--- src/hdl/hpm_pkg.sv ---
// types and constants shared by the hot-plug slot presence manager
package hpm_pkg;

    typedef enum logic [1:0] {
        REQ_PROBE       = 2'd0,
        REQ_CLAIM_TYPED = 2'd1,
        REQ_CLAIM_ANY   = 2'd2,
        REQ_RELEASE     = 2'd3
    } t_req;

    typedef enum logic [1:0] {
        COND_EMPTY   = 2'd0,
        COND_READY   = 2'd1,
        COND_INVALID = 2'd2,
        COND_CLAIMED = 2'd3
    } t_cond;

    typedef enum logic [2:0] {
        EV_NONE     = 3'd0,
        EV_INSERTED = 3'd1,
        EV_REMOVED  = 3'd2,
        EV_INVALID  = 3'd3,
        EV_CLAIMED  = 3'd4,
        EV_RELEASED = 3'd5
    } t_event;

    typedef enum logic [1:0] {
        CFG_DEBOUNCE_LIMIT     = 2'd0,
        CFG_READ_ATTEMPT_LIMIT = 2'd1,
        CFG_CAMERA_TYPE_CODE   = 2'd2
    } t_cfg_idx;

    localparam logic [7:0] DEBOUNCE_LIMIT_RST     = 8'd3;
    localparam logic [7:0] READ_ATTEMPT_LIMIT_RST = 8'd3;
    localparam logic [7:0] CAMERA_TYPE_CODE_RST   = 8'd1;
    localparam logic [7:0] INVALID_COUNT_MAX      = 8'hFF;

    typedef struct packed {
        logic [7:0] debounce_limit;
        logic [7:0] read_attempt_limit;
        logic [7:0] camera_type_code;
    } t_cfg;

    typedef struct packed {
        t_req       req_type;
        logic       slot_index;
        logic       probe_present;
        logic       read_ok;
        logic [7:0] read_board_type;
        logic [7:0] claim_type;
    } t_item;

    typedef struct packed {
        logic        status;
        t_event      event_code;
        t_cond       slot_condition;
        logic [7:0]  stored_board_type;
        logic [15:0] generation_count;
        logic [7:0]  retry_count;
    } t_result;

endpackage

--- src/hdl/hpm_cfg_regs.sv ---
// configuration registers of the hot-plug slot presence manager
module hpm_cfg_regs
    import hpm_pkg::*;
(
    input  logic       i_clk,
    input  logic       i_rst_n,
    input  logic       i_cfg_valid,
    output logic       o_cfg_ready,
    input  logic [1:0] i_cfg_index,
    input  logic [7:0] i_cfg_data,
    output t_cfg       o_cfg
);

    t_cfg r_cfg;

    assign o_cfg_ready = 1'b1;
    assign o_cfg       = r_cfg;

    always_ff @(posedge i_clk) begin
        if (!i_rst_n) begin
            r_cfg.debounce_limit     <= DEBOUNCE_LIMIT_RST;
            r_cfg.read_attempt_limit <= READ_ATTEMPT_LIMIT_RST;
            r_cfg.camera_type_code   <= CAMERA_TYPE_CODE_RST;
        end else if (i_cfg_valid) begin
            // a word to an unknown index is taken and dropped
            case (i_cfg_index)
                CFG_DEBOUNCE_LIMIT:     r_cfg.debounce_limit     <= i_cfg_data;
                CFG_READ_ATTEMPT_LIMIT: r_cfg.read_attempt_limit <= i_cfg_data;
                CFG_CAMERA_TYPE_CODE:   r_cfg.camera_type_code   <= i_cfg_data;
                default: ;
            endcase
        end
    end

endmodule

--- src/hdl/hpm_core.sv ---
// per-slot state and the combinational update for one registered item
module hpm_core
    import hpm_pkg::*;
#(
    parameter int NUM_SLOTS = 2
) (
    input  logic    i_clk,
    input  logic    i_rst_n,
    input  logic    i_fire,
    input  t_item   i_item,
    input  t_cfg    i_cfg,
    output t_result o_result
);

    localparam int SLOT_W = (NUM_SLOTS > 1) ? $clog2(NUM_SLOTS) : 1;

    t_cond       r_cond    [NUM_SLOTS];
    logic        r_stable  [NUM_SLOTS];
    logic        r_cand    [NUM_SLOTS];
    logic [7:0]  r_cnt     [NUM_SLOTS];
    logic [7:0]  r_inv     [NUM_SLOTS];
    logic        r_claimed [NUM_SLOTS];
    logic [7:0]  r_board   [NUM_SLOTS];
    logic [15:0] r_gen     [NUM_SLOTS];

    logic [SLOT_W-1:0] w_idx;
    logic              w_in_range;

    t_cond       n_cond;
    logic        n_stable;
    logic        n_cand;
    logic [7:0]  n_cnt;
    logic [7:0]  n_inv;
    logic        n_claimed;
    logic [7:0]  n_board;
    logic [15:0] n_gen;
    logic        w_status;
    t_event      w_event;
    logic        w_frozen;
    logic        w_publish;
    logic        w_refuse;

    assign w_idx      = SLOT_W'(i_item.slot_index);
    assign w_in_range = (32'(w_idx) < NUM_SLOTS);

    // probing stops on a claimed slot, or while slot 0 holds a claimed camera
    assign w_frozen = r_claimed[w_idx] ||
                      (r_claimed[0] && (r_board[0] == i_cfg.camera_type_code));

    always_comb begin
        n_cond    = r_cond[w_idx];
        n_stable  = r_stable[w_idx];
        n_cand    = r_cand[w_idx];
        n_cnt     = r_cnt[w_idx];
        n_inv     = r_inv[w_idx];
        n_claimed = r_claimed[w_idx];
        n_board   = r_board[w_idx];
        n_gen     = r_gen[w_idx];
        w_status  = 1'b0;
        w_event   = EV_NONE;
        w_publish = 1'b0;
        w_refuse  = 1'b0;

        case (i_item.req_type)
            REQ_PROBE: begin
                if (!w_frozen) begin
                    if (i_item.probe_present != r_cand[w_idx]) begin
                        n_cand = i_item.probe_present;
                        n_cnt  = 8'd1;
                    end else if (r_cnt[w_idx] < i_cfg.debounce_limit) begin
                        n_cnt = r_cnt[w_idx] + 8'd1;
                    end
                    if (n_cnt >= i_cfg.debounce_limit) begin
                        w_publish = (i_item.probe_present != r_stable[w_idx]) ||
                                    (i_item.probe_present &&
                                     (r_cond[w_idx] == COND_INVALID) &&
                                     (r_inv[w_idx] < i_cfg.read_attempt_limit));
                    end
                    if (w_publish) begin
                        n_gen    = r_gen[w_idx] + 16'd1;
                        n_board  = 8'd0;
                        n_stable = i_item.probe_present;
                        if (!i_item.probe_present) begin
                            n_cond  = COND_EMPTY;
                            n_inv   = 8'd0;
                            w_event = EV_REMOVED;
                        end else if (i_item.read_ok) begin
                            n_board = i_item.read_board_type;
                            n_cond  = COND_READY;
                            n_inv   = 8'd0;
                            w_event = EV_INSERTED;
                        end else begin
                            n_cond = COND_INVALID;
                            if (r_inv[w_idx] != INVALID_COUNT_MAX) begin
                                n_inv = r_inv[w_idx] + 8'd1;
                            end
                            w_event = EV_INVALID;
                        end
                    end
                end
            end
            REQ_CLAIM_TYPED, REQ_CLAIM_ANY: begin
                w_refuse = r_claimed[w_idx] ||
                           ((i_item.req_type == REQ_CLAIM_TYPED) &&
                            ((r_cond[w_idx] != COND_READY) ||
                             (r_board[w_idx] != i_item.claim_type)));
                if (w_refuse) begin
                    w_status = 1'b1;
                end else begin
                    n_claimed = 1'b1;
                    n_cond    = COND_CLAIMED;
                    n_gen     = r_gen[w_idx] + 16'd1;
                    w_event   = EV_CLAIMED;
                end
            end
            REQ_RELEASE: begin
                if (r_claimed[w_idx]) begin
                    n_claimed = 1'b0;
                    n_cond    = COND_READY;
                    n_gen     = r_gen[w_idx] + 16'd1;
                    n_cnt     = 8'd0;
                    w_event   = EV_RELEASED;
                end
            end
            default: ;
        endcase

        if (w_in_range) begin
            o_result.status            = w_status;
            o_result.event_code        = w_event;
            o_result.slot_condition    = n_cond;
            o_result.stored_board_type = n_board;
            o_result.generation_count  = n_gen;
            o_result.retry_count       = n_inv;
        end else begin
            o_result.status            = 1'b1;
            o_result.event_code        = EV_NONE;
            o_result.slot_condition    = COND_EMPTY;
            o_result.stored_board_type = 8'd0;
            o_result.generation_count  = 16'd0;
            o_result.retry_count       = 8'd0;
        end
    end

    always_ff @(posedge i_clk) begin
        if (!i_rst_n) begin
            for (int i = 0; i < NUM_SLOTS; i++) begin
                r_cond[i]    <= COND_EMPTY;
                r_stable[i]  <= 1'b0;
                r_cand[i]    <= 1'b0;
                r_cnt[i]     <= 8'd0;
                r_inv[i]     <= 8'd0;
                r_claimed[i] <= 1'b0;
                r_board[i]   <= 8'd0;
                r_gen[i]     <= 16'd0;
            end
        end else if (i_fire && w_in_range) begin
            r_cond[w_idx]    <= n_cond;
            r_stable[w_idx]  <= n_stable;
            r_cand[w_idx]    <= n_cand;
            r_cnt[w_idx]     <= n_cnt;
            r_inv[w_idx]     <= n_inv;
            r_claimed[w_idx] <= n_claimed;
            r_board[w_idx]   <= n_board;
            r_gen[w_idx]     <= n_gen;
        end
    end

endmodule

--- src/hdl/hotplug_slot_presence_manager.sv ---
// top level: input register, slot update core and result register
// an accepted word waits in the input register; its result is stored in the result register once that is free
// throughput: one item per cycle while each result is taken, set by the combinational slot update
// the input stage takes a new word while a result waits to be taken only if the input register is empty
// reset: synchronous, active low; clears all slot state and loads the
// default limits (debounce 3, read attempts 3, camera type 1)
module hotplug_slot_presence_manager
    import hpm_pkg::*;
#(
    parameter int NUM_SLOTS = 2
) (
    input  logic        i_clk,
    input  logic        i_rst_n,
    input  logic        i_in_valid,
    output logic        o_in_ready,
    input  logic [1:0]  i_req_type,
    input  logic        i_slot_index,
    input  logic        i_probe_present,
    input  logic        i_read_ok,
    input  logic [7:0]  i_read_board_type,
    input  logic [7:0]  i_claim_type,
    output logic        o_out_valid,
    input  logic        i_out_ready,
    output logic        o_status,
    output logic [2:0]  o_event_code,
    output logic [1:0]  o_slot_condition,
    output logic [7:0]  o_stored_board_type,
    output logic [15:0] o_generation_count,
    output logic [7:0]  o_retry_count,
    input  logic        i_cfg_valid,
    output logic        o_cfg_ready,
    input  logic [1:0]  i_cfg_index,
    input  logic [7:0]  i_cfg_data
);

    t_cfg    w_cfg;
    t_item   n_item;
    t_item   r_item;
    logic    r_in_valid;
    t_result w_result;
    t_result r_result;
    logic    r_out_valid;
    logic    w_out_free;
    logic    w_fire;

    assign n_item.req_type        = t_req'(i_req_type);
    assign n_item.slot_index      = i_slot_index;
    assign n_item.probe_present   = i_probe_present;
    assign n_item.read_ok         = i_read_ok;
    assign n_item.read_board_type = i_read_board_type;
    assign n_item.claim_type      = i_claim_type;

    assign w_out_free = !r_out_valid || i_out_ready;
    assign w_fire     = r_in_valid && w_out_free;
    assign o_in_ready = !r_in_valid || w_out_free;

    hpm_cfg_regs u_cfg (
        .i_clk       (i_clk),
        .i_rst_n     (i_rst_n),
        .i_cfg_valid (i_cfg_valid),
        .o_cfg_ready (o_cfg_ready),
        .i_cfg_index (i_cfg_index),
        .i_cfg_data  (i_cfg_data),
        .o_cfg       (w_cfg)
    );

    hpm_core #(
        .NUM_SLOTS (NUM_SLOTS)
    ) u_core (
        .i_clk    (i_clk),
        .i_rst_n  (i_rst_n),
        .i_fire   (w_fire),
        .i_item   (r_item),
        .i_cfg    (w_cfg),
        .o_result (w_result)
    );

    always_ff @(posedge i_clk) begin
        if (!i_rst_n) begin
            r_in_valid  <= 1'b0;
            r_out_valid <= 1'b0;
        end else begin
            if (o_in_ready) begin
                r_in_valid <= i_in_valid;
            end
            if (w_out_free) begin
                r_out_valid <= r_in_valid;
            end
        end
    end

    always_ff @(posedge i_clk) begin
        if (i_in_valid && o_in_ready) begin
            r_item <= n_item;
        end
        if (w_fire) begin
            r_result <= w_result;
        end
    end

    assign o_out_valid         = r_out_valid;
    assign o_status            = r_result.status;
    assign o_event_code        = r_result.event_code;
    assign o_slot_condition    = r_result.slot_condition;
    assign o_stored_board_type = r_result.stored_board_type;
    assign o_generation_count  = r_result.generation_count;
    assign o_retry_count       = r_result.retry_count;

endmodule

--- config.mk ---
export PLATFORM = sky130hd
export DESIGN_NAME = hotplug_slot_presence_manager
export DESIGN_NICKNAME = d
export VERILOG_FILES = /design/src/hdl/hpm_pkg.sv /design/src/hdl/hpm_cfg_regs.sv /design/src/hdl/hpm_core.sv /design/src/hdl/hotplug_slot_presence_manager.sv
export SDC_FILE = /design/constraint.sdc
export NUM_CORES = 1
export LEC_CHECK = 0
export BUFFER_PORTS_ARGS = -buffer_cell sky130_fd_sc_hd__buf_2
export CORE_MARGIN = 4
export CORE_UTILIZATION = 27
export CTS_CLUSTER_DIAMETER = 80
export DETAILED_ROUTE_END_ITERATION = 12
export RECOVER_POWER = 50
export SYNTH_ARGS = -nofsm -noshare
export SYNTH_HDL_FRONTEND = slang
export SYNTH_SLANG_ARGS = --single-unit
--- constraint.sdc ---
create_clock -name i_clk -period 7 [get_ports i_clk]
set_input_delay 0.35 -clock i_clk [delete_from_list [all_inputs] [get_ports i_clk]]
set_output_delay 0.35 -clock i_clk [all_outputs]
set_load 0.05 [all_outputs]
After elaboration in Yosys (flattened, before gate mapping)
Memories as Yosys holds them, arrays and structs flattened. A register that Yosys moved wholly into a read port is not among the register bits.
Index checks and enable logic that the tools add are counted.
{"block": "totals", "ff_bits": 85, "latch_bits": 0, "ramBits": 90, "mem_bits_ro": 0, "output_inout_bits": 41, "wordCells": 156, "memories": 8}
{"block": "classes", "add_sub_neg": 3, "n_mul": 0, "div_mod_pow": 0, "magnitude_cmp": 3, "n_eq_ne": 12, "shift": 0, "mux": 85, "bitwise": 0, "n_reduce_logical": 28}
{"memory": "u_core.r_gen", "depth": 2, "width": 16, "read_ports": 1, "rd_ports_with_merged_regs": 1, "write_ports": 2, "line": "hpm_core.sv:24", "text": "logic [15:0] r_gen [NUM_SLOTS];"}
{"memory": "u_core.r_board", "depth": 2, "width": 8, "read_ports": 2, "rd_ports_with_merged_regs": 1, "write_ports": 2, "line": "hpm_core.sv:23", "text": "logic [7:0] r_board [NUM_SLOTS];"}
{"memory": "u_core.r_cnt", "depth": 2, "width": 8, "read_ports": 1, "rd_ports_with_merged_regs": 1, "write_ports": 2, "line": "hpm_core.sv:20", "text": "logic [7:0] r_cnt [NUM_SLOTS];"}
{"memory": "u_core.r_inv", "depth": 2, "width": 8, "read_ports": 1, "rd_ports_with_merged_regs": 1, "write_ports": 2, "line": "hpm_core.sv:21", "text": "logic [7:0] r_inv [NUM_SLOTS];"}
{"memory": "u_core.r_cond", "depth": 2, "width": 2, "read_ports": 1, "rd_ports_with_merged_regs": 1, "write_ports": 2, "line": "hpm_core.sv:17", "text": "t_cond r_cond [NUM_SLOTS];"}
{"memory": "u_core.r_cand", "depth": 2, "width": 1, "read_ports": 1, "rd_ports_with_merged_regs": 1, "write_ports": 2, "line": "hpm_core.sv:19", "text": "logic r_cand [NUM_SLOTS];"}
{"memory": "2 more memories"}
{"op": "8-bit two-way mux", "n": 20}
{"op": "16-bit two-way mux", "n": 5}
{"op": "16-bit case mux with 3 select lines", "n": 1}
{"op": "1-bit two-way mux", "n": 42}
{"op": "8-bit OR reduction", "n": 3}
{"op": "16-bit by 1-bit adder with 16-bit output (second input constant)", "n": 1}
{"op": "8-bit by 1-bit adder with 8-bit output (second input constant)", "n": 2}
{"op": "8-bit < comparator", "n": 2}
{"op": "2-bit two-way mux", "n": 8}
{"op": "8-bit case mux with 2 select lines", "n": 1}
{"op": "16-bit OR reduction", "n": 1}
{"op": "3-bit two-way mux", "n": 5}
{"op": "3-bit case mux with 3 select lines", "n": 1}
{"op": "2-bit equality test (second input constant)", "n": 4}
{"op": "8-bit equality test", "n": 1}
{"op": "8-bit >= comparator", "n": 1}
{"op": "8-bit inequality test", "n": 1}
{"op": "8-bit inequality test (second input constant)", "n": 1}
{"op": "1-bit logical AND", "n": 6}
{"op": "1-bit logical OR", "n": 6}
{"op": "2-bit case mux with 3 select lines", "n": 1}
{"op": "2-bit AND reduction", "n": 3}
{"op": "2-bit by 1-bit equality test with 1-bit output (second input constant)", "n": 2}
{"op": "2-bit logical NOT", "n": 2}
{"op": "other kinds (6)", "n": 11}

Longest topological paths before layout
An unclocked memory read counts as a cell.
{"block": "depth", "depth_word": 14, "ltp_mapped": 22, "depth_no_buf": 17}

Cells and area by module
Synthesis repeated with hierarchy kept, for this count alone.
{"block": "hier_totals", "hier_cells": 859, "hier_area_um2": 9364.0}
{"module": "hpm_core", "n_inst": 1, "cells_per_inst": 698, "area_each_um2": 6548.8, "seq_area_each_um2": 2642.5}
{"module": "hotplug_slot_presence_manager", "n_inst": 1, "cells_per_inst": 68, "area_each_um2": 1875.5, "seq_area_each_um2": 1811.7}
{"module": "hpm_cfg_regs", "n_inst": 1, "cells_per_inst": 93, "area_each_um2": 939.7, "seq_area_each_um2": 480.5}

Worst setup path after synthesis
OpenSTA, ideal clock, no wires.
{"block": "synth_timing", "path_type": "flip-flop to flip-flop", "from": "register with a tool-made name", "to": "memory u_core.r_gen[0][13], data pin", "arrival_ns": 4.919, "t_required_ns": 6.721, "path_slack_ns": 1.802, "path_stages_with_launch": 21, "path_buffers": 6, "period_less_slack_ns": 5.198, "cell_sequence": "dfxtp_1 buf_6 buf_6 buf_4 buf_4 buf_2 buf_2 mux2_2 ha_1 nand4_1 a221oi_1 nor2_1 xnor2_1 nor2_1 ha_1 and4_1 a221o_1 o21ai_1 nor2_1 o311ai_0 nor3_1"}
{"item": "end: declaration", "line": "hpm_core.sv:24"}

==> summary.md <==
| Metric | Value |
|---|---|
| # setup viols final | 0 |
| Hold depth | 1 |
| Core Util, Final | 31.0% |
| FF+latch area | 0.00496 mm^2 |
| Multiplexer share of the synthesized area | 7.39% |
| Buffers on Ports | 75 |
| Die Area | 0.0389 mm^2 |
| H-tree depth | 4 |
| Clk pin slew, worst setup/hold paths | 0.07 ns |
| CP Buf/Inv Count | 1 |
| FF-to-FF path depth | 15 |
| Slowest Stage Delay on Critical Path | 0.70 ns |
| Critical Path RT | 7.18 ns |
| Arrival time at the worst endpoint | 6.04 ns |
| Min cycle time layout | 5.87 ns |
| Clk sinks | 176 |
| Worst-path cell chain | mux2i_1 > inv_1 > ha_1 > a211oi_1 > a221oi_1 > nor4_1 > xnor2_1 > nor2_1 > ha_1 > and4_1 > nor3b_1 > o211a_1 > nand2_1 > o21ai_0 > nor2_1 |
| Clk buf depth | 2 |
| Hold Vio Cnt, Final | 0 |
| Kind of critical path | flip-flop to flip-flop |
| Flop2flop setup slack | 1.14 ns |
| Core footprint | 0.0354 mm^2 |
| Global route overflow | 0 |
| Synth Net Count | 993 |
| XOR/XNOR share of the synthesized area | 2.45% |
| Worst r2r dst | u_core.r_inv[1][3] |
| All-Layer GR Usage | 13.4% |
| Simple-Gate Fraction of Synth Area | 16.4% |
| Vias in the first global route | 7200 |
| Initial antenna violation count | 0 |
| CTS resizes | 0 |
| Largest family of logic cells by synthesized area | simple AND/OR/NAND/NOR gates |
| Violated checks | capacitance limit, slew limit |
| Share of cells above drive strength 1 | 11.5% |
| Max-Cap Viols | 2 |
| Global-route wire length before repair | 41400 um |
| Startpoint Class | flip-flop |
| Sequential element share of the synthesized area | 51.3% |
| Top FF cell, synth | edfxtp_1 |
| DP HPWL | 18600 um |
| Number of synthesized register bits | 176 |
| N_diodes | 0 |
| Syn-to-layout area delta | 13.5% |
| Synth Area per Inst | 10.4 um^2 |
| Via count | 7500 |
| Fill count | 3670 |
| Crit. End Element | flip-flop |
| Status | finished with violations |
| Die H | 197 um |
| Initial DRC count | 613 |
| Post-synthesis adder-cell area fraction | 3.63% |
| LEAKAGE | 4.09 nW |
| Multi-input logic area | 0.00427 mm^2 |
| Number of remaining DRC errors | 0 |
| Tightest Pin Transition | 2.61 ns |
| Largest net degree at the start of global routing | 46 |
| Latest clock arrival within the worst-skew pair | 0.44 ns |
| Synthesized area | 0.00966 mm^2 |
| Synthesis warning total | 0 |
| Post-CTS Setup Bufs | 0 |
| Clk root buf | clkbuf_16 |
| Ys async rst share | 0% |
| Worst rel slew slack | -73.8% |
| Maximum VDD drop | 149 uV |
| Avg WL per Cell | 18.2 um |
| RSZ-0062 raised after global routing | no |
| Slew Viols, Final | 42 |
| Synth unique cells | 81 |
| Cts bufs inserted | 17 |
| Complex-gate fraction of the synthesized area | 14.2% |
| Post-synth EDFFs | 143 |
| Io pins | 77 |
| Pwr Total | 2.58 mW |
| Starting Density | 27.3% |
| Gp weighted congestion | 0.896 |
| Largest fanout on the critical path | 20 |
| Clock Skews | 0.0131 ns |
| Hold Startpoint | i_read_board_type[3] |
| Iteration count of the initial detailed-routing pass | 5 |
| Sink of the worst hold path | r_item[11] |
| Synth Instances | 929 |
| CP delay by family, top | simple AND/OR/NAND/NOR gates |
| Pwr Density | 235 mW/mm^2 |
| Drt via density | 5.14 |
| Routed Antenna Nets | 0 |
| Post-Route Setup TNS | 0 ns |
| Worst path slowest cell | dfxtp_2 |
| Tcrit/Tclk final | 83.8% |
| Hold Crit Class | input pin to flip-flop |
| Hold Buf Count CTS | 0 |
| CTS tree | yes |
| Total Wirelength | 26500 um |
| Die width | 197 um |
| Peak Freq | 171 MHz |
| Num rows | 69 |
| Layout net count | 1050 |
-- synthesized netlist by cell type (8+ instances only) --
cell	number	area (um^2)
nor2_1	101	379
mux2_2	20	225
a31oi_1	16	100
nand4_1	14	87.6
nor3_1	35	175
xor2_1	14	123
nor4_1	12	75.1
a211oi_1	8	60.1
nor2b_1	26	163
edfxtp_1	143	4290
o21a_1	8	60.1
dfxtp_1	33	661
nand2_1	56	210
clkbuf_1	33	124
mux2i_1	46	460
a21oi_1	55	275
o21ai_0	34	170
xnor2_1	13	114
inv_1	59	221
nand3_1	32	160
and2_1	10	62.6
ha_1	28	350
-- sequential cells by signal, indices dropped and copies added, names as in the netlist, 8 cells and up, named ones only --
| register | count |
|---|---|
| o_generation_count | 16 |
| o_retry_count | 8 |
| o_stored_board_type | 8 |
| r_item | 21 |
| u_cfg.o_cfg | 24 |
| u_core.r_board | 16 |
| u_core.r_cnt | 16 |
| u_core.r_gen | 32 |
| u_core.r_inv | 16 |
-- per-stage QoR --
step	hold WS [ns]	area (um^2)	instances	setup slack (ns)
after floorplan	0.443	9660	929	1.80
after global placement	0.453	10500	1428	1.45
after detailed placement	0.467	10500	1428	1.29
after CTS	0.0648	11000	1460	1.23
after global routing	0.0695	11000	1460	0.725
final	0.0837	11000	1460	1.14
-- per-layer routing --
metal  global-route usage [%]  wire length, um
met3                     2.35             1560
met4                     3.42              376
met1                     19.3            12600
met5                        0                0
met2                     21.1            12000
-- placed cells by master, fill, tap and decap left out, types with 32 or more instances in the layout --
cell type / synthesis / layout
edfxtp_1: 143 / 143
nand2_1: 56 / 56
o21ai_0: 34 / 34
clkbuf_1: 33 / 47
nor2_1: 101 / 101
nor3_1: 35 / 35
a21oi_1: 55 / 55
dfxtp_1: 33 / 32
mux2i_1: 46 / 46
inv_1: 59 / 59
-- area by class of cell --
type	instances	area share (%)
flip-flops and latches	176	45.2
multi-input cells	646	38.9
clock inverters	13	0.924
repair buffers	86	3.61
inverters	59	2.02
well taps	461	5.26
clock buffers	19	4.04
-- power by group --
group	switching (mW)	internal, mW	total (mW)
logic	0.316	0.133	0.450
registers	0.0292	1.19	1.22
clock network	0.436	0.470	0.906
-- worst max-delay path by stage --
stage / start / to / slack [ns] / cells past startpoint
after floorplan: flip-flop / u_core.r_gen[0][13] / 1.80 / 20
after global placement: flip-flop / u_core.r_inv[1][3] / 1.45 / 15
after detailed placement: flip-flop / u_core.r_inv[1][3] / 1.29 / 15
after CTS: flip-flop / u_core.r_inv[1][3] / 1.23 / 15
after global routing: flip-flop / u_core.r_inv[0][3] / 0.73 / 15
final: flip-flop / u_core.r_inv[1][3] / 1.14 / 15
-- worst register-to-register path, cell delays in order, from the launching register on --
cell,delay [ns]
dfxtp_2,0.70
mux2i_1,0.42
inv_1,0.15
ha_1,0.31
a211oi_1,0.33
a221oi_1,0.23
nor4_1,0.45
xnor2_1,0.18
nor2_1,0.06
ha_1,0.35
and4_1,0.21
nor3b_1,0.52
o211a_1,0.59
nand2_1,0.49
o21ai_0,0.55
nor2_1,0.08
-- logic make-up after synthesis --
logic type,after synthesis
compound gates,200
fa+ha+maj,28
buf+inv,107
simple gates,322
other cells,1
xor+xnor,27
flops,176
mux,68
Power figures use the tool's default switching activity.
